===== src/hdl/rmu_pkg.sv =====
// Package for the recursive mutex unit: sizes, opcode and status codes,
// and the control and status structs between the top level and the queue.
// No dependencies.
`timescale 1ns / 1ps
`default_nettype none

package rmu_pkg;

  // Number of entries in the waiter queue.
  localparam int WAIT_DEPTH = 16;
  // Number of significant bits in a task number.
  localparam int TASK_BITS = 8;

  // Width of the task_id field on the ports.
  localparam int TASK_ID_W = 8;
  // Bits of a task number that survive masking.
  localparam int TASK_W = (TASK_BITS < TASK_ID_W) ? TASK_BITS : TASK_ID_W;
  // Queue pointer and fill count widths.
  localparam int PTR_W = $clog2(WAIT_DEPTH);
  localparam int CNT_W = $clog2(WAIT_DEPTH + 1);
  // Recursion depth width and its saturation value.
  localparam int DEPTH_W = 8;
  localparam logic [DEPTH_W-1:0] DEPTH_MAX = '1;

  typedef logic [TASK_W-1:0] task_t;

  typedef enum logic {
    OP_ACQUIRE = 1'b0,
    OP_RELEASE = 1'b1
  } opcode_t;

  typedef enum logic [2:0] {
    ST_OK         = 3'd0,
    ST_NOT_HOLDER = 3'd1,
    ST_QUEUE_FULL = 3'd2,
    ST_DEPTH_SAT  = 3'd3,
    ST_IGNORED    = 3'd4
  } status_t;

  // Requests from the lock logic to the waiter queue.
  typedef struct packed {
    logic  push;
    logic  pop;
    task_t push_task;
  } q_ctl_t;

  // What the waiter queue reports back.
  typedef struct packed {
    logic  empty;
    logic  full;
    task_t front;
  } q_stat_t;

endpackage : rmu_pkg

`default_nettype wire


===== src/hdl/rmu_req_if.sv =====
// Request channel of the recursive mutex unit: valid, ready and the
// opcode and task number of one request. No dependencies.
`timescale 1ns / 1ps
`default_nettype none

interface rmu_req_if;
  logic       valid;
  logic       ready;
  logic       opcode;
  logic [7:0] task_id;

  modport source (output valid, output opcode, output task_id, input ready);
  modport sink   (input valid, input opcode, input task_id, output ready);
endinterface : rmu_req_if

`default_nettype wire


===== src/hdl/rmu_rsp_if.sv =====
// Response channel of the recursive mutex unit: valid, ready and the
// fields of one result. No dependencies.
`timescale 1ns / 1ps
`default_nettype none

interface rmu_rsp_if;
  logic       valid;
  logic       ready;
  logic       granted;
  logic       must_wait;
  logic       wake_valid;
  logic [7:0] wake_task;
  logic [7:0] depth_now;
  logic [2:0] status;

  modport source (output valid, output granted, output must_wait, output wake_valid,
                  output wake_task, output depth_now, output status, input ready);
  modport sink   (input valid, input granted, input must_wait, input wake_valid,
                  input wake_task, input depth_now, input status, output ready);
endinterface : rmu_rsp_if

`default_nettype wire


===== src/hdl/recursive_mutex_unit_top.sv =====
// Top level of the recursive mutex unit: input register, lock logic,
// result register. Depends on rmu_pkg, rmu_req_if, rmu_rsp_if, rmu_wait_q.
//
//   Channel  Role   Carries
//   req      sink   opcode, task_id
//   rsp      source granted, must_wait, wake_valid, wake_task, depth_now, status
//
// A request passes from the input register to the result register, from which
// its result transfers; one request per cycle is sustained while rsp.ready
// stays high. The lock state and queue update in the same cycle.
// Reset frees the lock and empties the queue; queue slots are not cleared.
// A stalled result holds the input register, and req.ready drops only then.
`timescale 1ns / 1ps
`default_nettype none

module recursive_mutex_unit_top (
  input wire logic clk,
  input wire logic rst,
  rmu_req_if.sink   req,
  rmu_rsp_if.source rsp
);

  import rmu_pkg::*;

  // Input register.
  logic  in_vld;
  logic  in_op;
  task_t in_task;
  logic  adv;

  // Lock state.
  task_t             owner;
  task_t             owner_next;
  logic [DEPTH_W-1:0] hold_depth;
  logic [DEPTH_W-1:0] hold_depth_next;
  logic              lock_free;
  logic              lock_free_next;

  // Result fields computed this cycle.
  logic    r_granted;
  logic    r_must_wait;
  logic    r_wake_valid;
  task_t   r_wake_task;
  status_t r_status;

  // Result register.
  logic               out_vld;
  logic               out_granted;
  logic               out_must_wait;
  logic               out_wake_valid;
  task_t              out_wake_task;
  logic [DEPTH_W-1:0] out_depth;
  status_t            out_status;

  q_ctl_t  q_ctl;
  q_stat_t q_stat;

  // The request in the input register moves on when the result slot is free.
  assign adv       = in_vld && (!out_vld || rsp.ready);
  assign req.ready = !in_vld || adv;

  always_ff @(posedge clk) begin
    if (rst) begin
      in_vld <= 1'b0;
    end else if (req.ready) begin
      in_vld <= req.valid;
    end
  end

  always_ff @(posedge clk) begin
    if (req.valid && req.ready) begin
      in_op   <= req.opcode;
      in_task <= req.task_id[TASK_W-1:0];
    end
  end

  rmu_wait_q u_wait_q (
    .clk  (clk),
    .rst  (rst),
    .ctl  (q_ctl),
    .stat (q_stat)
  );

  // Lock logic for the request in the input register.
  always_comb begin
    owner_next      = owner;
    hold_depth_next = hold_depth;
    lock_free_next  = lock_free;
    r_granted       = 1'b0;
    r_must_wait     = 1'b0;
    r_wake_valid    = 1'b0;
    r_wake_task     = '0;
    r_status        = ST_OK;
    q_ctl.push      = 1'b0;
    q_ctl.pop       = 1'b0;
    q_ctl.push_task = in_task;

    if (in_task == '0) begin
      r_status = ST_IGNORED;
    end else if (in_op == OP_ACQUIRE) begin
      priority if (!lock_free && owner == in_task) begin
        r_granted = 1'b1;
        if (hold_depth == DEPTH_MAX) begin
          r_status = ST_DEPTH_SAT;
        end else begin
          hold_depth_next = hold_depth + 1'b1;
        end
      end else if (lock_free) begin
        lock_free_next  = 1'b0;
        owner_next      = in_task;
        hold_depth_next = DEPTH_W'(1);
        r_granted       = 1'b1;
      end else if (q_stat.full) begin
        r_status = ST_QUEUE_FULL;
      end else begin
        q_ctl.push  = adv;
        r_must_wait = 1'b1;
      end
    end else begin
      priority if (lock_free || owner != in_task) begin
        r_status = ST_NOT_HOLDER;
      end else if (hold_depth > DEPTH_W'(1)) begin
        hold_depth_next = hold_depth - 1'b1;
      end else begin
        // Last release: free the lock and wake the front waiter.
        lock_free_next  = 1'b1;
        owner_next      = '0;
        hold_depth_next = '0;
        if (!q_stat.empty) begin
          q_ctl.pop    = adv;
          r_wake_valid = 1'b1;
          r_wake_task  = q_stat.front;
        end
      end
    end
  end

  // Lock state registers.
  always_ff @(posedge clk) begin
    if (rst) begin
      owner      <= '0;
      hold_depth <= '0;
      lock_free  <= 1'b1;
    end else if (adv) begin
      owner      <= owner_next;
      hold_depth <= hold_depth_next;
      lock_free  <= lock_free_next;
    end
  end

  // Result register.
  always_ff @(posedge clk) begin
    if (rst) begin
      out_vld <= 1'b0;
    end else if (adv) begin
      out_vld <= 1'b1;
    end else if (rsp.ready) begin
      out_vld <= 1'b0;
    end
  end

  always_ff @(posedge clk) begin
    if (adv) begin
      out_granted    <= r_granted;
      out_must_wait  <= r_must_wait;
      out_wake_valid <= r_wake_valid;
      out_wake_task  <= r_wake_task;
      out_depth      <= hold_depth_next;
      out_status     <= r_status;
    end
  end

  // Response outputs.
  assign rsp.valid      = out_vld;
  assign rsp.granted    = out_granted;
  assign rsp.must_wait  = out_must_wait;
  assign rsp.wake_valid = out_wake_valid;
  assign rsp.wake_task  = TASK_ID_W'(out_wake_task);
  assign rsp.depth_now  = out_depth;
  assign rsp.status     = out_status;

endmodule : recursive_mutex_unit_top

`default_nettype wire


===== src/hdl/rmu_ram.sv =====
// Generic single-port-write, single-port-read RAM with registered read data.
// No dependencies.
`timescale 1ns / 1ps
`default_nettype none

module rmu_ram #(
  parameter int WIDTH = 8,
  parameter int DEPTH = 16
) (
  input  wire logic                     clk,
  input  wire logic                     we,
  input  wire logic [$clog2(DEPTH)-1:0] waddr,
  input  wire logic [WIDTH-1:0]         wdata,
  input  wire logic [$clog2(DEPTH)-1:0] raddr,
  output logic      [WIDTH-1:0]         rdata
);

  logic [WIDTH-1:0] mem [DEPTH];

  // Write port and registered read port; a read of the address being
  // written returns the old contents.
  always_ff @(posedge clk) begin
    if (we) begin
      mem[waddr] <= wdata;
    end
    rdata <= mem[raddr];
  end

endmodule : rmu_ram

`default_nettype wire


===== src/hdl/rmu_wait_q.sv =====
// Circular queue of waiting tasks for the recursive mutex unit.
// Depends on rmu_pkg and rmu_ram.
`timescale 1ns / 1ps
`default_nettype none

module rmu_wait_q (
  input  wire logic             clk,
  input  wire logic             rst,
  input  wire rmu_pkg::q_ctl_t  ctl,
  output rmu_pkg::q_stat_t      stat
);

  import rmu_pkg::*;

  logic [PTR_W-1:0] head;
  logic [PTR_W-1:0] head_next;
  logic [PTR_W-1:0] tail;
  logic [CNT_W-1:0] count;
  logic             fwd;
  task_t            fwd_task;
  task_t            ram_rdata;

  // Pointer after the given slot, wrapping at the queue depth.
  function automatic logic [PTR_W-1:0] next_slot(input logic [PTR_W-1:0] slot);
    return (slot == PTR_W'(WAIT_DEPTH - 1)) ? '0 : slot + 1'b1;
  endfunction

  // The read port always looks at the head as it stands after this cycle.
  always_comb begin
    head_next = ctl.pop ? next_slot(head) : head;
  end

  rmu_ram #(
    .WIDTH (TASK_W),
    .DEPTH (WAIT_DEPTH)
  ) u_ram (
    .clk   (clk),
    .we    (ctl.push),
    .waddr (tail),
    .wdata (ctl.push_task),
    .raddr (head_next),
    .rdata (ram_rdata)
  );

  // Pointers and fill count.
  always_ff @(posedge clk) begin
    if (rst) begin
      head  <= '0;
      tail  <= '0;
      count <= '0;
      fwd   <= 1'b0;
    end else begin
      head <= head_next;
      if (ctl.push) begin
        tail <= next_slot(tail);
      end
      if (ctl.push && !ctl.pop) begin
        count <= count + 1'b1;
      end else if (ctl.pop && !ctl.push) begin
        count <= count - 1'b1;
      end
      // A push into an empty queue lands on the slot being read.
      fwd <= ctl.push && (tail == head_next);
    end
  end

  always_ff @(posedge clk) begin
    fwd_task <= ctl.push_task;
  end

  // Queue status for the lock logic.
  always_comb begin
    stat.empty = (count == '0);
    stat.full  = (count == CNT_W'(WAIT_DEPTH));
    stat.front = fwd ? fwd_task : ram_rdata;
  end

endmodule : rmu_wait_q

`default_nettype wire


===== src/flat_wrapper.sv =====
// flat-port wrapper written by rule: the top's interface ports become plain ports
module recursive_mutex_unit_top_flat import rmu_pkg::*;
  (clk, rst, req_valid, req_opcode, req_task_id, req_ready, rsp_valid, rsp_granted, rsp_must_wait, rsp_wake_valid, rsp_wake_task, rsp_depth_now, rsp_status, rsp_ready);
  rmu_req_if req_i ();
  rmu_rsp_if rsp_i ();
  input wire logic clk;
  input wire logic rst;
  input wire logic [$bits(req_i.valid)-1:0] req_valid;
  input wire logic [$bits(req_i.opcode)-1:0] req_opcode;
  input wire logic [$bits(req_i.task_id)-1:0] req_task_id;
  output wire logic [$bits(req_i.ready)-1:0] req_ready;
  output wire logic [$bits(rsp_i.valid)-1:0] rsp_valid;
  output wire logic [$bits(rsp_i.granted)-1:0] rsp_granted;
  output wire logic [$bits(rsp_i.must_wait)-1:0] rsp_must_wait;
  output wire logic [$bits(rsp_i.wake_valid)-1:0] rsp_wake_valid;
  output wire logic [$bits(rsp_i.wake_task)-1:0] rsp_wake_task;
  output wire logic [$bits(rsp_i.depth_now)-1:0] rsp_depth_now;
  output wire logic [$bits(rsp_i.status)-1:0] rsp_status;
  input wire logic [$bits(rsp_i.ready)-1:0] rsp_ready;
  assign req_i.valid = req_valid;
  assign req_i.opcode = req_opcode;
  assign req_i.task_id = req_task_id;
  assign req_ready = req_i.ready;
  assign rsp_valid = rsp_i.valid;
  assign rsp_granted = rsp_i.granted;
  assign rsp_must_wait = rsp_i.must_wait;
  assign rsp_wake_valid = rsp_i.wake_valid;
  assign rsp_wake_task = rsp_i.wake_task;
  assign rsp_depth_now = rsp_i.depth_now;
  assign rsp_status = rsp_i.status;
  assign rsp_i.ready = rsp_ready;
  recursive_mutex_unit_top u_core (.clk(clk), .rst(rst), .req(req_i), .rsp(rsp_i));
endmodule

===== config.mk =====
export PLATFORM = sky130hd
export DESIGN_NAME = recursive_mutex_unit_top_flat
export DESIGN_NICKNAME = d
export VERILOG_FILES = /design/src/hdl/rmu_pkg.sv /design/src/hdl/rmu_req_if.sv /design/src/hdl/rmu_rsp_if.sv /design/src/hdl/recursive_mutex_unit_top.sv /design/src/hdl/rmu_ram.sv /design/src/hdl/rmu_wait_q.sv /design/src/flat_wrapper.sv
export SDC_FILE = /design/constraint.sdc
export NUM_CORES = 1
export LEC_CHECK = 0
export ABC_CLOCK_PERIOD_IN_PS = 3300
export BUFFER_PORTS_ARGS = -buffer_cell sky130_fd_sc_hd__buf_2
export CAP_MARGIN = 20
export CORE_MARGIN = 4
export CORE_UTILIZATION = 58
export CTS_BUF_LIST = sky130_fd_sc_hd__clkbuf_8
export DETAILED_ROUTE_END_ITERATION = 16
export MAX_ROUTING_LAYER = met4
export PLACE_DENSITY_LB_ADDON = 0.2
export SLEW_MARGIN = 20
export SYNTH_ARGS = -nofsm -noshare
export SYNTH_HDL_FRONTEND = slang
export SYNTH_SLANG_ARGS = --single-unit

===== constraint.sdc =====
create_clock -name clk -period 3.3 [get_ports clk]
set_input_delay 0.66 -clock clk [delete_from_list [all_inputs] [get_ports clk]]
set_output_delay 0.66 -clock clk [all_outputs]
set_load 0.02 [all_outputs]

==> impl_metrics.tcl, run 1 <==
set metrics [dict create \
    path_max_fanout 4 \
    finClkSkew_ps 12.5 \
    ir_drop_mv 0.397 \
    setup_viol 0 \
    synthesis.nets 773 \
    final_nets 863 \
    synth-edff-count 159 \
    clockRootBuffer "clkbuf_8" \
    die_area_sq_mm 0.0176 \
    synthArstFlopShare_pct 0 \
    synth_top_area_cell "edfxtp_1" \
    htreeDepth 2 \
    syn_inst 745 \
    synth_area_leaders "edfxtp_1 53%, dfxtp_1 11%, nor2_1 3.1%" \
    critical_path_required_ps 3740 \
    grt_first_pass_wirelength_microns 34300 \
    die_w_microns 133 \
    final_util_pct 68.3 \
    final.min_clock_period_ps 3160 \
    holdBufCountCts 0 \
    relSlewSlack_pct 39.9 \
    fillCellCount 1151 \
    ctsLongestPathBuffers 3 \
    vias_per_cell 6.07 \
    fp.dieH_microns 133 \
    outcome "complete, no violations" \
    post_drt_wl_per_cell_microns 20.3 \
    io_buffers 36 \
    worstSetupStartpointType "flop" \
    period_share_pct 95.8 \
    leakage_uw 0.00379 \
    overflow 0 \
    avgSynthCellArea_sq_um 12.1 \
    drtPass1Iterations 5 \
    drive_above_1_share_pct 18.3 \
    rows 45 \
    max_freq_ghz 0.316 \
    synth.distinct_cells 58 \
    hold_class "primary input to flop" \
    antenna_found_initial 0 \
    ys.flop_type "edfxtp_1" \
    worstPathArrival_ps 3600 \
    final_cells 1045 \
    dp_slack_ps -20.5 \
    dp.cells 981 \
    area_growth_pct 15.1 \
    seq_area_frac_synth_pct 63.8 \
    clock-sinks 208 \
    max-cap-violations 0 \
    synth.top_cell.area_share_pct 52.9 \
    layout_setup_ws_ps 139 \
    core_area_sq_mm 0.0152 \
    cts_made_buffers 34 \
    drt-initial-drc-count 689 \
    antenna_cells 0 \
    ys_ff_latch 208 \
    wl_microns 21200 \
    grt_max_degree 34 \
    grt_pass1_vias 6228 \
    path_clk_slew_ps 60 \
    netlist_area_sq_mm 0.00902 \
    worstSetupEndpointType "flop" \
    power_density_mw_per_mm2 496 \
    dr_total_vias 6348 \
    rsz0062_at_grt "false" \
    report.final.slew_viol_count 0 \
    cts_tree "built" \
    ys_warn_count 0 \
    hold_viol_final 0 \
    start_util_pct 59.3 \
    ant_nets 0 \
    dp.final_hpwl_microns 14300 \
    clk-insertion-delay-late_ps 510 \
    critPathKind "flop to flop" \
    pin_count 37 \
    gp_congestion 0.950 \
    track_usage_pct 25.5 \
    drc_errors 0 \
    worst_slew_pin_slew_ps 898 \
]
[cell usage after synthesis (6+ instances only)]
library cell	number
nand4_1	6
clkbuf_1	24
a21oi_1	41
o21ai_0	16
xor2_1	6
a211oi_1	21
ha_1	14
o211ai_1	16
mux2i_1	27
nand3_1	26
a32oi_1	16
nor2_1	74
or3_1	6
and3_1	21
o21bai_1	9
edfxtp_1	159
nand2_1	58
dfxtp_1	49
xnor2_1	12
and4b_1	9
o21a_1	7
inv_1	33
nor3b_1	8
or4_1	7
nor3_1	16
[cell families (layout without fill, tap and decap cells)]
kind of cell / count (synthesis) / count (layout) / share of synthesized area, %
AOI/OAI and AO/OA: 149 / 149 / 11.2
buffers and inverters: 73 / 185 / 3.69
DFF: 208 / 208 / 63.8
xor gates and xnor gates: 18 / 18 / 1.75
muxes: 27 / 27 / 3.00
and+or+nand+nor: 255 / 255 / 14.4
adders and majority gates: 15 / 15 / 2.16
[worst max-delay path: stages, from the launching register on]
cell      delay (ps)
edfxtp_1         430
or4_4            570
or2_2            340
inv_1             90
nor3_1            50
nand4_1          140
ha_2             240
inv_1            110
ha_4             260
a21o_1           180
a21oi_2          150
xnor2_1           80
or3_1            300
a21oi_1          140
[power breakdown]
group,total [uW],switching [uW],internal [uW],leakage (uW)
Combinational,235,153,82.4,0.00159
Clock,2050,957,1090,0.000356
Sequential,2870,16.9,2850,0.00185
[final cells by class]
| cell class | count | area (sq um) | share of cell area, % |
|---|---|---|---|
| Sequential cell | 208 | 5760 | 55.4 |
| Multi-Input combinational cell | 464 | 2990 | 28.8 |
| Timing Repair Buffer | 93 | 647 | 6.23 |
| Clock buffer | 40 | 551 | 5.30 |
| Tap cell | 188 | 235 | 2.27 |
| Inverter | 34 | 128 | 1.23 |
| Clock inverter | 18 | 71.3 | 0.687 |
[worst paths after layout]
check	start	endpoint	slack, ps	cells past startpoint
worst max-delay path	u_core.in_task[4]	u_core.u_wait_q.count[4]	140	13
worst min register to register	u_core.owner[7]	u_core.owner[7]	520	2
worst min-delay path	req_task_id[7]	u_core.in_task[7]	320	1
worst max register to register	u_core.in_task[4]	u_core.u_wait_q.count[4]	140	13
[state kept, by name, summed over array words and instances, names as in the netlist, 3 cells and up]
| register | cells |
|---|---|
| u_core.u_wait_q.fwd_task | 8 |
| u_core.u_wait_q.u_ram.mem | 128 |
| u_core.u_wait_q.head | 4 |
| u_core.rsp.wake_task | 8 |
| u_core.u_wait_q.u_ram.rdata | 8 |
| u_core.u_wait_q.tail | 4 |
| u_core.owner | 8 |
| u_core.rsp.depth_now | 8 |
| u_core.u_wait_q.count | 5 |
| u_core.hold_depth | 8 |
| u_core.rsp.status | 3 |
| u_core.in_task | 8 |
[per-stage QoR]
step	setup TNS, ps	hold WS [ps]	area [sq um]	total power [uW]
after floorplan	0	471	9030	3050
after global placement	0	487	9650	3140
after detailed placement	-20.5	508	9660	3150
after CTS	0	300	10300	5190
after global routing	0	304	10400	5340
final	0	324	10400	5150
[per-layer routing]
| metal | routed length (microns) | track usage, % | vias up |
|---|---|---|---|
| met3 | 1710 | 4.11 | 36 |
| met2 | 9740 | 37.1 | 314 |
| met4 | 434 | 8.03 | 0 |
| li1 | - | - | 2963 |
| met5 | 0 | - | - |
| met1 | 9360 | 37.1 | 3035 |
[placed cells by master, fill, tap and decap left out, types with 4 or more instances in the layout]
cell type,n
dfxtp_1,49
nor3_2,5
o211ai_1,16
clkbuf_8,40
a211oi_1,21
or2_2,4
nor2_1,74
inv_1,44
nand3_1,26
a32oi_1,16
ha_1,12
nor4_1,4
nor3_1,11
xnor2_1,12
nor3b_1,8
xor2_1,6
clkinv_1,6
buf_4,52
o21ai_0,16
nand4_1,6
o21a_1,7
buf_2,37
nand2_1,58
or4_1,6
and4b_1,9
o21bai_1,9
mux2i_1,27
a21o_1,4
a21oi_1,38
and3_1,21
or3_1,6
edfxtp_1,159
[timing repair]
item                       4_1_cts  5_1_grt
gates resized for setup          1        8
pin swaps                        0        0
setup endpoints to repair        1        9
buffers inserted                 2        4
(Power assumes the default switching activity.)
==> run 2: changes to the inputs <==
- CORE_UTILIZATION: 58 -> 55
- CTS_BUF_LIST: sky130_fd_sc_hd__clkbuf_8 -> not set
==> impl_metrics.tcl, run 2 (synthesized netlist as in run 1, its figures left out) <==
set metrics [dict create \
    grt_first_pass_wirelength_microns 32800 \
    grt_pass1_vias 5955 \
    r2r_setup_slack_ps 140 \
    ir_drop_mv 0.445 \
    htreeDepth 1 \
    die_area_sq_mm 0.0185 \
    rsz0062_at_grt "true" \
    worstSetupStartpointType "flop" \
    mostFrequentLayoutCells "159 x edfxtp_1, 74 x nor2_1, 58 x nand2_1, 52 x buf_4, 49 x dfxtp_1" \
    power_density_mw_per_mm2 523 \
    p_total_uw 5470 \
    relSlewSlack_pct 47.8 \
    critical_path_required_ps 3730 \
    clockRootBuffer "clkbuf_16" \
    max_freq_ghz 0.317 \
    setup_viol 0 \
    drt-initial-drc-count 753 \
    cp_slowest_stage_delay_ps 530 \
    wl_microns 20800 \
    wl_met1_microns 9720 \
    fp.dieH_microns 136 \
    drc_errors 0 \
    highest_layer "met4" \
    layout_commonest_cell "edfxtp_1" \
    outcome "complete, no violations" \
    pin_count 37 \
    cts_tree "built" \
    max-cap-violations 0 \
    largest_register_ffs 128 \
    antenna_found_initial 0 \
    worstReg2RegEnd "u_core.u_wait_q.count[4]" \
    ctsLongestPathBuffers 3 \
    post_drt_wl_per_cell_microns 19.8 \
    dr_wl_met3_microns 1470 \
    ant_nets 0 \
    clk-insertion-delay-late_ps 510 \
    hold_viol_final 0 \
    dr_total_vias 6200 \
    hold_class "primary input to flop" \
    vias_per_cell 5.90 \
    worstPathArrival_ps 3590 \
    clock-sinks 208 \
    crit_chain "or4_1, or2_2, inv_1, nor3_1, nand4_1, ha_2, inv_1, ha_4, a21o_1, a21oi_1, xnor2_1, or3_1, a21oi_1" \
    worst_slew_pin_slew_ps 780 \
    finClkSkew_ps 8.06 \
    drtPass1Iterations 5 \
    dp.final_hpwl_microns 14000 \
    hold_path_depth 1 \
    critPathBufInv 2 \
    grt_max_degree 34 \
    place_area_sq_mm 0.00971 \
    holdBufCountCts 0 \
    dr_wl_met2_microns 9280 \
    critPathTopFamily "simple AND/OR/NAND/NOR gates" \
    rows 46 \
    final_cell_area_sq_mm 0.0105 \
    hold_path_end "u_core.in_task[7]" \
    final_cells 1051 \
    antenna_cells 0 \
    final.min_clock_period_ps 3160 \
    die_w_microns 136 \
    reg2reg_depth 13 \
    core_area_sq_mm 0.0160 \
    worstSetupEndpointType "flop" \
    r2r-start "u_core.in_task[5]" \
    area_growth_pct 15.9 \
    drive_above_1_share_pct 16.9 \
    critPathKind "flop to flop" \
    gp_congestion 0.958 \
    io_buffers 36 \
    min_from "req_task_id[7]" \
    report.final.slew_viol_count 0 \
    leakage_uw 0.00375 \
    start_util_pct 56.4 \
    critPathSlowestCell "or4_1" \
    path_clk_slew_ps 60 \
    track_usage_pct 23.4 \
    final_nets 849 \
    cts_made_buffers 22 \
    period_share_pct 95.7 \
    dp.cells 1012 \
    regMostFlops "u_core.u_wait_q.u_ram.mem" \
    path_max_fanout 4 \
    overflow 0 \
]
-- run 2: cell types whose count changed in the layout (fill, tap and decap cells not counted), moves of 3 or more --
cell | before | now
clkinv_1 | 6 | 3
clkbuf_8 | 40 | 1
inv_1 | 44 | 33
nor3_2 | 5 | 2
clkbuf_16 | 0 | 22
clkinv_2 | 0 | 4
nor3_1 | 11 | 14
-- run 2: timing repair --
item	in CTS	in global routing
setup endpoints to repair	0	7
buffers inserted	0	1
resized for setup	0	5
-- run 2: where the power goes --
group,switching (uW),internal (uW),leakage (uW)
logic,150,76.4,0.00156
registers,15.8,2850,0.00185
clock network,978,1400,0.000341
-- run 2: how the worst max path moves through the flow --
stage / from / endpoint / slack, ps / depth (start not counted)
floorplan: u_core.in_task[4] / u_core.u_wait_q.count[4] / 8 / 13
global placement: rsp_ready / u_core.u_wait_q.u_ram.rdata[7] / 180 / 10
detailed placement: u_core.in_task[1] / u_core.u_wait_q.count[4] / 70 / 13
CTS: u_core.in_task[1] / u_core.u_wait_q.count[4] / 60 / 13
global route: u_core.in_task[5] / u_core.u_wait_q.count[3] / -30 / 14
finish: u_core.in_task[5] / u_core.u_wait_q.count[4] / 140 / 13
-- run 2: per-stage QoR --
stage | util [%] | setup WS, ps | hold WS (ps) | setup TNS (ps)
2_1_floorplan | - | 7.84 | 471 | 0
3_3_place_gp | 60.7 | 180 | 491 | 0
3_5_place_dp | 60.7 | 73.1 | 502 | 0
4_1_cts | 65.1 | 58.8 | 313 | 0
5_1_grt | 65.4 | -30.6 | 326 | -44.7
6_report | 65.4 | 142 | 326 | 0
-- run 2: area by class of cell --
type                            instances  area, sq um
Fill cell                            1218         5540
Inverter                               34          128
Timing Repair Buffer                   91          631
Multi-Input combinational cell        464         2970
Tap cell                              216          270
Clock inverter                         13          131
Sequential cell                       208         5760
Clock buffer                           25          572
-- run 2: metal layers --
| layer | vias to the layer above | track usage, % |
|---|---|---|
| met5 | - | - |
| met4 | 0 | 5.32 |
| met3 | 34 | 3.40 |
| met2 | 240 | 34.3 |
| met1 | 2989 | 35.0 |
| li1 | 2937 | - |
==> run 3: changes to the inputs <==
- ABC_AREA: not set -> 1
- CORE_ASPECT_RATIO: not set -> 1.2
- CORE_UTILIZATION: 55 -> 56
==> impl_metrics.tcl, run 3 <==
set metrics [dict create \
    worst_hold_slack_ps 344 \
    period_share_pct 91.1 \
    die_area_sq_mm 0.0194 \
    critPathKind "flop to flop" \
    ant_nets 0 \
    post_drt_wl_per_cell_microns 17.3 \
    leakage_uw 0.00459 \
    max-cap-violations 0 \
    largest_register_ffs 128 \
    synthArstFlopShare_pct 0 \
    hold_viol_final 0 \
    vias_per_cell 5.38 \
    clk-insertion-delay-late_ps 490 \
    ys_warn_count 0 \
    ir_drop_mv 0.333 \
    ctsLongestPathBuffers 3 \
    gp_congestion 0.889 \
    cp_common_cell "nand2_1" \
    grt_pass1_vias 6801 \
    final_cells 1278 \
    setup-tns-final_ps 0 \
    cts_setup_buffers 0 \
    synth.top_cell.area_share_pct 49.4 \
    grt_first_pass_wirelength_microns 36000 \
    power_density_mw_per_mm2 511 \
    ys_ff_latch 208 \
    core_area_sq_mm 0.0169 \
    fillCellCount 1377 \
    dr_total_vias 6875 \
    max_freq_ghz 0.332 \
    final.min_clock_period_ps 3010 \
    setup_viol 0 \
    synth_area_leaders "edfxtp_1 49%, dfxtp_1 10%, nand2_1 7.9%" \
    track_usage_pct 24.1 \
    drtPass1Iterations 5 \
    synth-edff-count 159 \
    worstSetupEndpointType "flop" \
    die_w_microns 128 \
    drive_above_1_share_pct 12.3 \
    grt_max_degree 51 \
    path_clk_slew_ps 60 \
    report.final.slew_viol_count 0 \
    clock-sinks 208 \
    antenna_found_initial 0 \
    critPathBufInv 1 \
    worstSetupStartpointType "flop" \
    synth.distinct_cells 44 \
    ff_latch_area_sq_mm 0.00576 \
    final_util_pct 64.5 \
    r2r_setup_slack_ps 290 \
    path_max_fanout 10 \
    finClkSkew_ps 7.45 \
    rows 52 \
    io_buffers 36 \
    cp_slowest_stage_delay_ps 440 \
    area_growth_pct 12.9 \
    synth_most_common_cell "nand2_1" \
    synth_commonest_cells "203 x nand2_1, 165 x inv_1, 159 x edfxtp_1" \
    wl_microns 22100 \
    htreeDepth 1 \
    drt-initial-drc-count 667 \
    ys.flop_type "edfxtp_1" \
    start_util_pct 57.1 \
    cts_made_buffers 21 \
    critPathSlowestCell "edfxtp_1" \
    netlist_area_sq_mm 0.00966 \
    overflow 0 \
    multi_input_area_sq_mm 0.00309 \
    antenna_cells 0 \
    synthesis.nets 1019 \
    dp.cells 1241 \
    worst_slew_pin_slew_ps 1050 \
    final_nets 1076 \
    outcome "complete, no violations" \
    synth_top_area_cell "edfxtp_1" \
    cts-resized-gates 0 \
    dp.final_hpwl_microns 14500 \
    relSlewSlack_pct 30.0 \
    crit_chain "xnor2_1, nand2_1, nor2_4, nand3_4, nor2_8, nand3_4, ha_1, inv_1, ha_1, nand2_1, nor2_1, a211oi_1, nand2_1, nand2_1, nor2_1, o21ai_0, a21oi_1" \
    seq_area_frac_synth_pct 59.6 \
    critical_path_required_ps 3680 \
    hold_class "primary input to flop" \
    drc_errors 0 \
    critPathTopFamily "simple AND/OR/NAND/NOR gates" \
    avgSynthCellArea_sq_um 9.74 \
    rsz0062_at_grt "false" \
    worstPathArrival_ps 3390 \
    syn_inst 991 \
    clockRootBuffer "clkbuf_16" \
    layout_commonest_cell "nand2_1" \
    holdBufCountCts 0 \
    mostFrequentLayoutCells "203 x nand2_1, 165 x inv_1, 159 x edfxtp_1, 151 x nand3_1, 51 x nor2_1" \
    regMostFlops "u_core.u_wait_q.u_ram.mem" \
    cts_tree "built" \
    fp.dieH_microns 152 \
    pin_count 37 \
]
-- run 3: cell count changes in the layout (fill, tap and decap cells not counted), moves of 15 or more --
cell      delta
mux2i_1     -27
o211ai_1    -15
nand2_1    +145
buf_4       -23
nand3_1    +125
and3_1      -21
a32oi_1     -16
nor2_1      -23
nand3b_1    +28
inv_1      +132
-- run 3: cells by family (layout without fill, tap and decap cells) --
kind of cell    Yosys count  count (layout)  share of synthesized area, %
compound gates           81              81                          4.94
xor+xnor                 14              14                          1.27
fa+ha+maj                15              15                          2.02
buf+inv                 202             273                          8.51
flops                   208             208                          59.6
simple gates            471             471                          23.6
-- run 3: worst paths after layout --
check,from,to,cells after the start
min reg2reg,u_core.u_wait_q.count[4],u_core.u_wait_q.count[4],1
min,req_opcode,u_core.in_op,1
max reg2reg,u_core.in_task[3],u_core.u_wait_q.count[4],17
max,u_core.in_task[3],u_core.u_wait_q.count[4],17
-- run 3: cell type report --
class / count / share of cell area [%]
Sequential cell: 208 / 52.8
Multi-Input combinational cell: 581 / 28.3
Inverter: 169 / 5.84
Clock buffer: 29 / 5.76
Timing Repair Buffer: 67 / 4.02
Tap cell: 216 / 2.48
Clock inverter: 8 / 0.838
-- run 3: power by group --
| group | internal (uW) | leakage, uW | switching (uW) |
|---|---|---|---|
| Clock | 1490 | 0.000356 | 954 |
| Sequential | 2850 | 0.00185 | 26.0 |
| Combinational | 76.7 | 0.00238 | 172 |
-- run 3: per-stage QoR --
stage	worst slack [ps]	area, sq um	total power [uW]
final	292	10900	5570
after floorplan	360	9660	3090
after global routing	24.6	10900	5750
after global placement	349	10200	3180
after detailed placement	271	10200	3190
after CTS	262	10900	5610
-- run 3: routing by layer --
layer / vias to the layer above / GRT usage [%] / wire (microns)
met1: 3230 / 29.8 / 8910
li1: 3391 / - / -
met5: - / - / 0
met3: 48 / 3.41 / 1140
met4: 0 / 8.19 / 755
met2: 206 / 40.6 / 11300
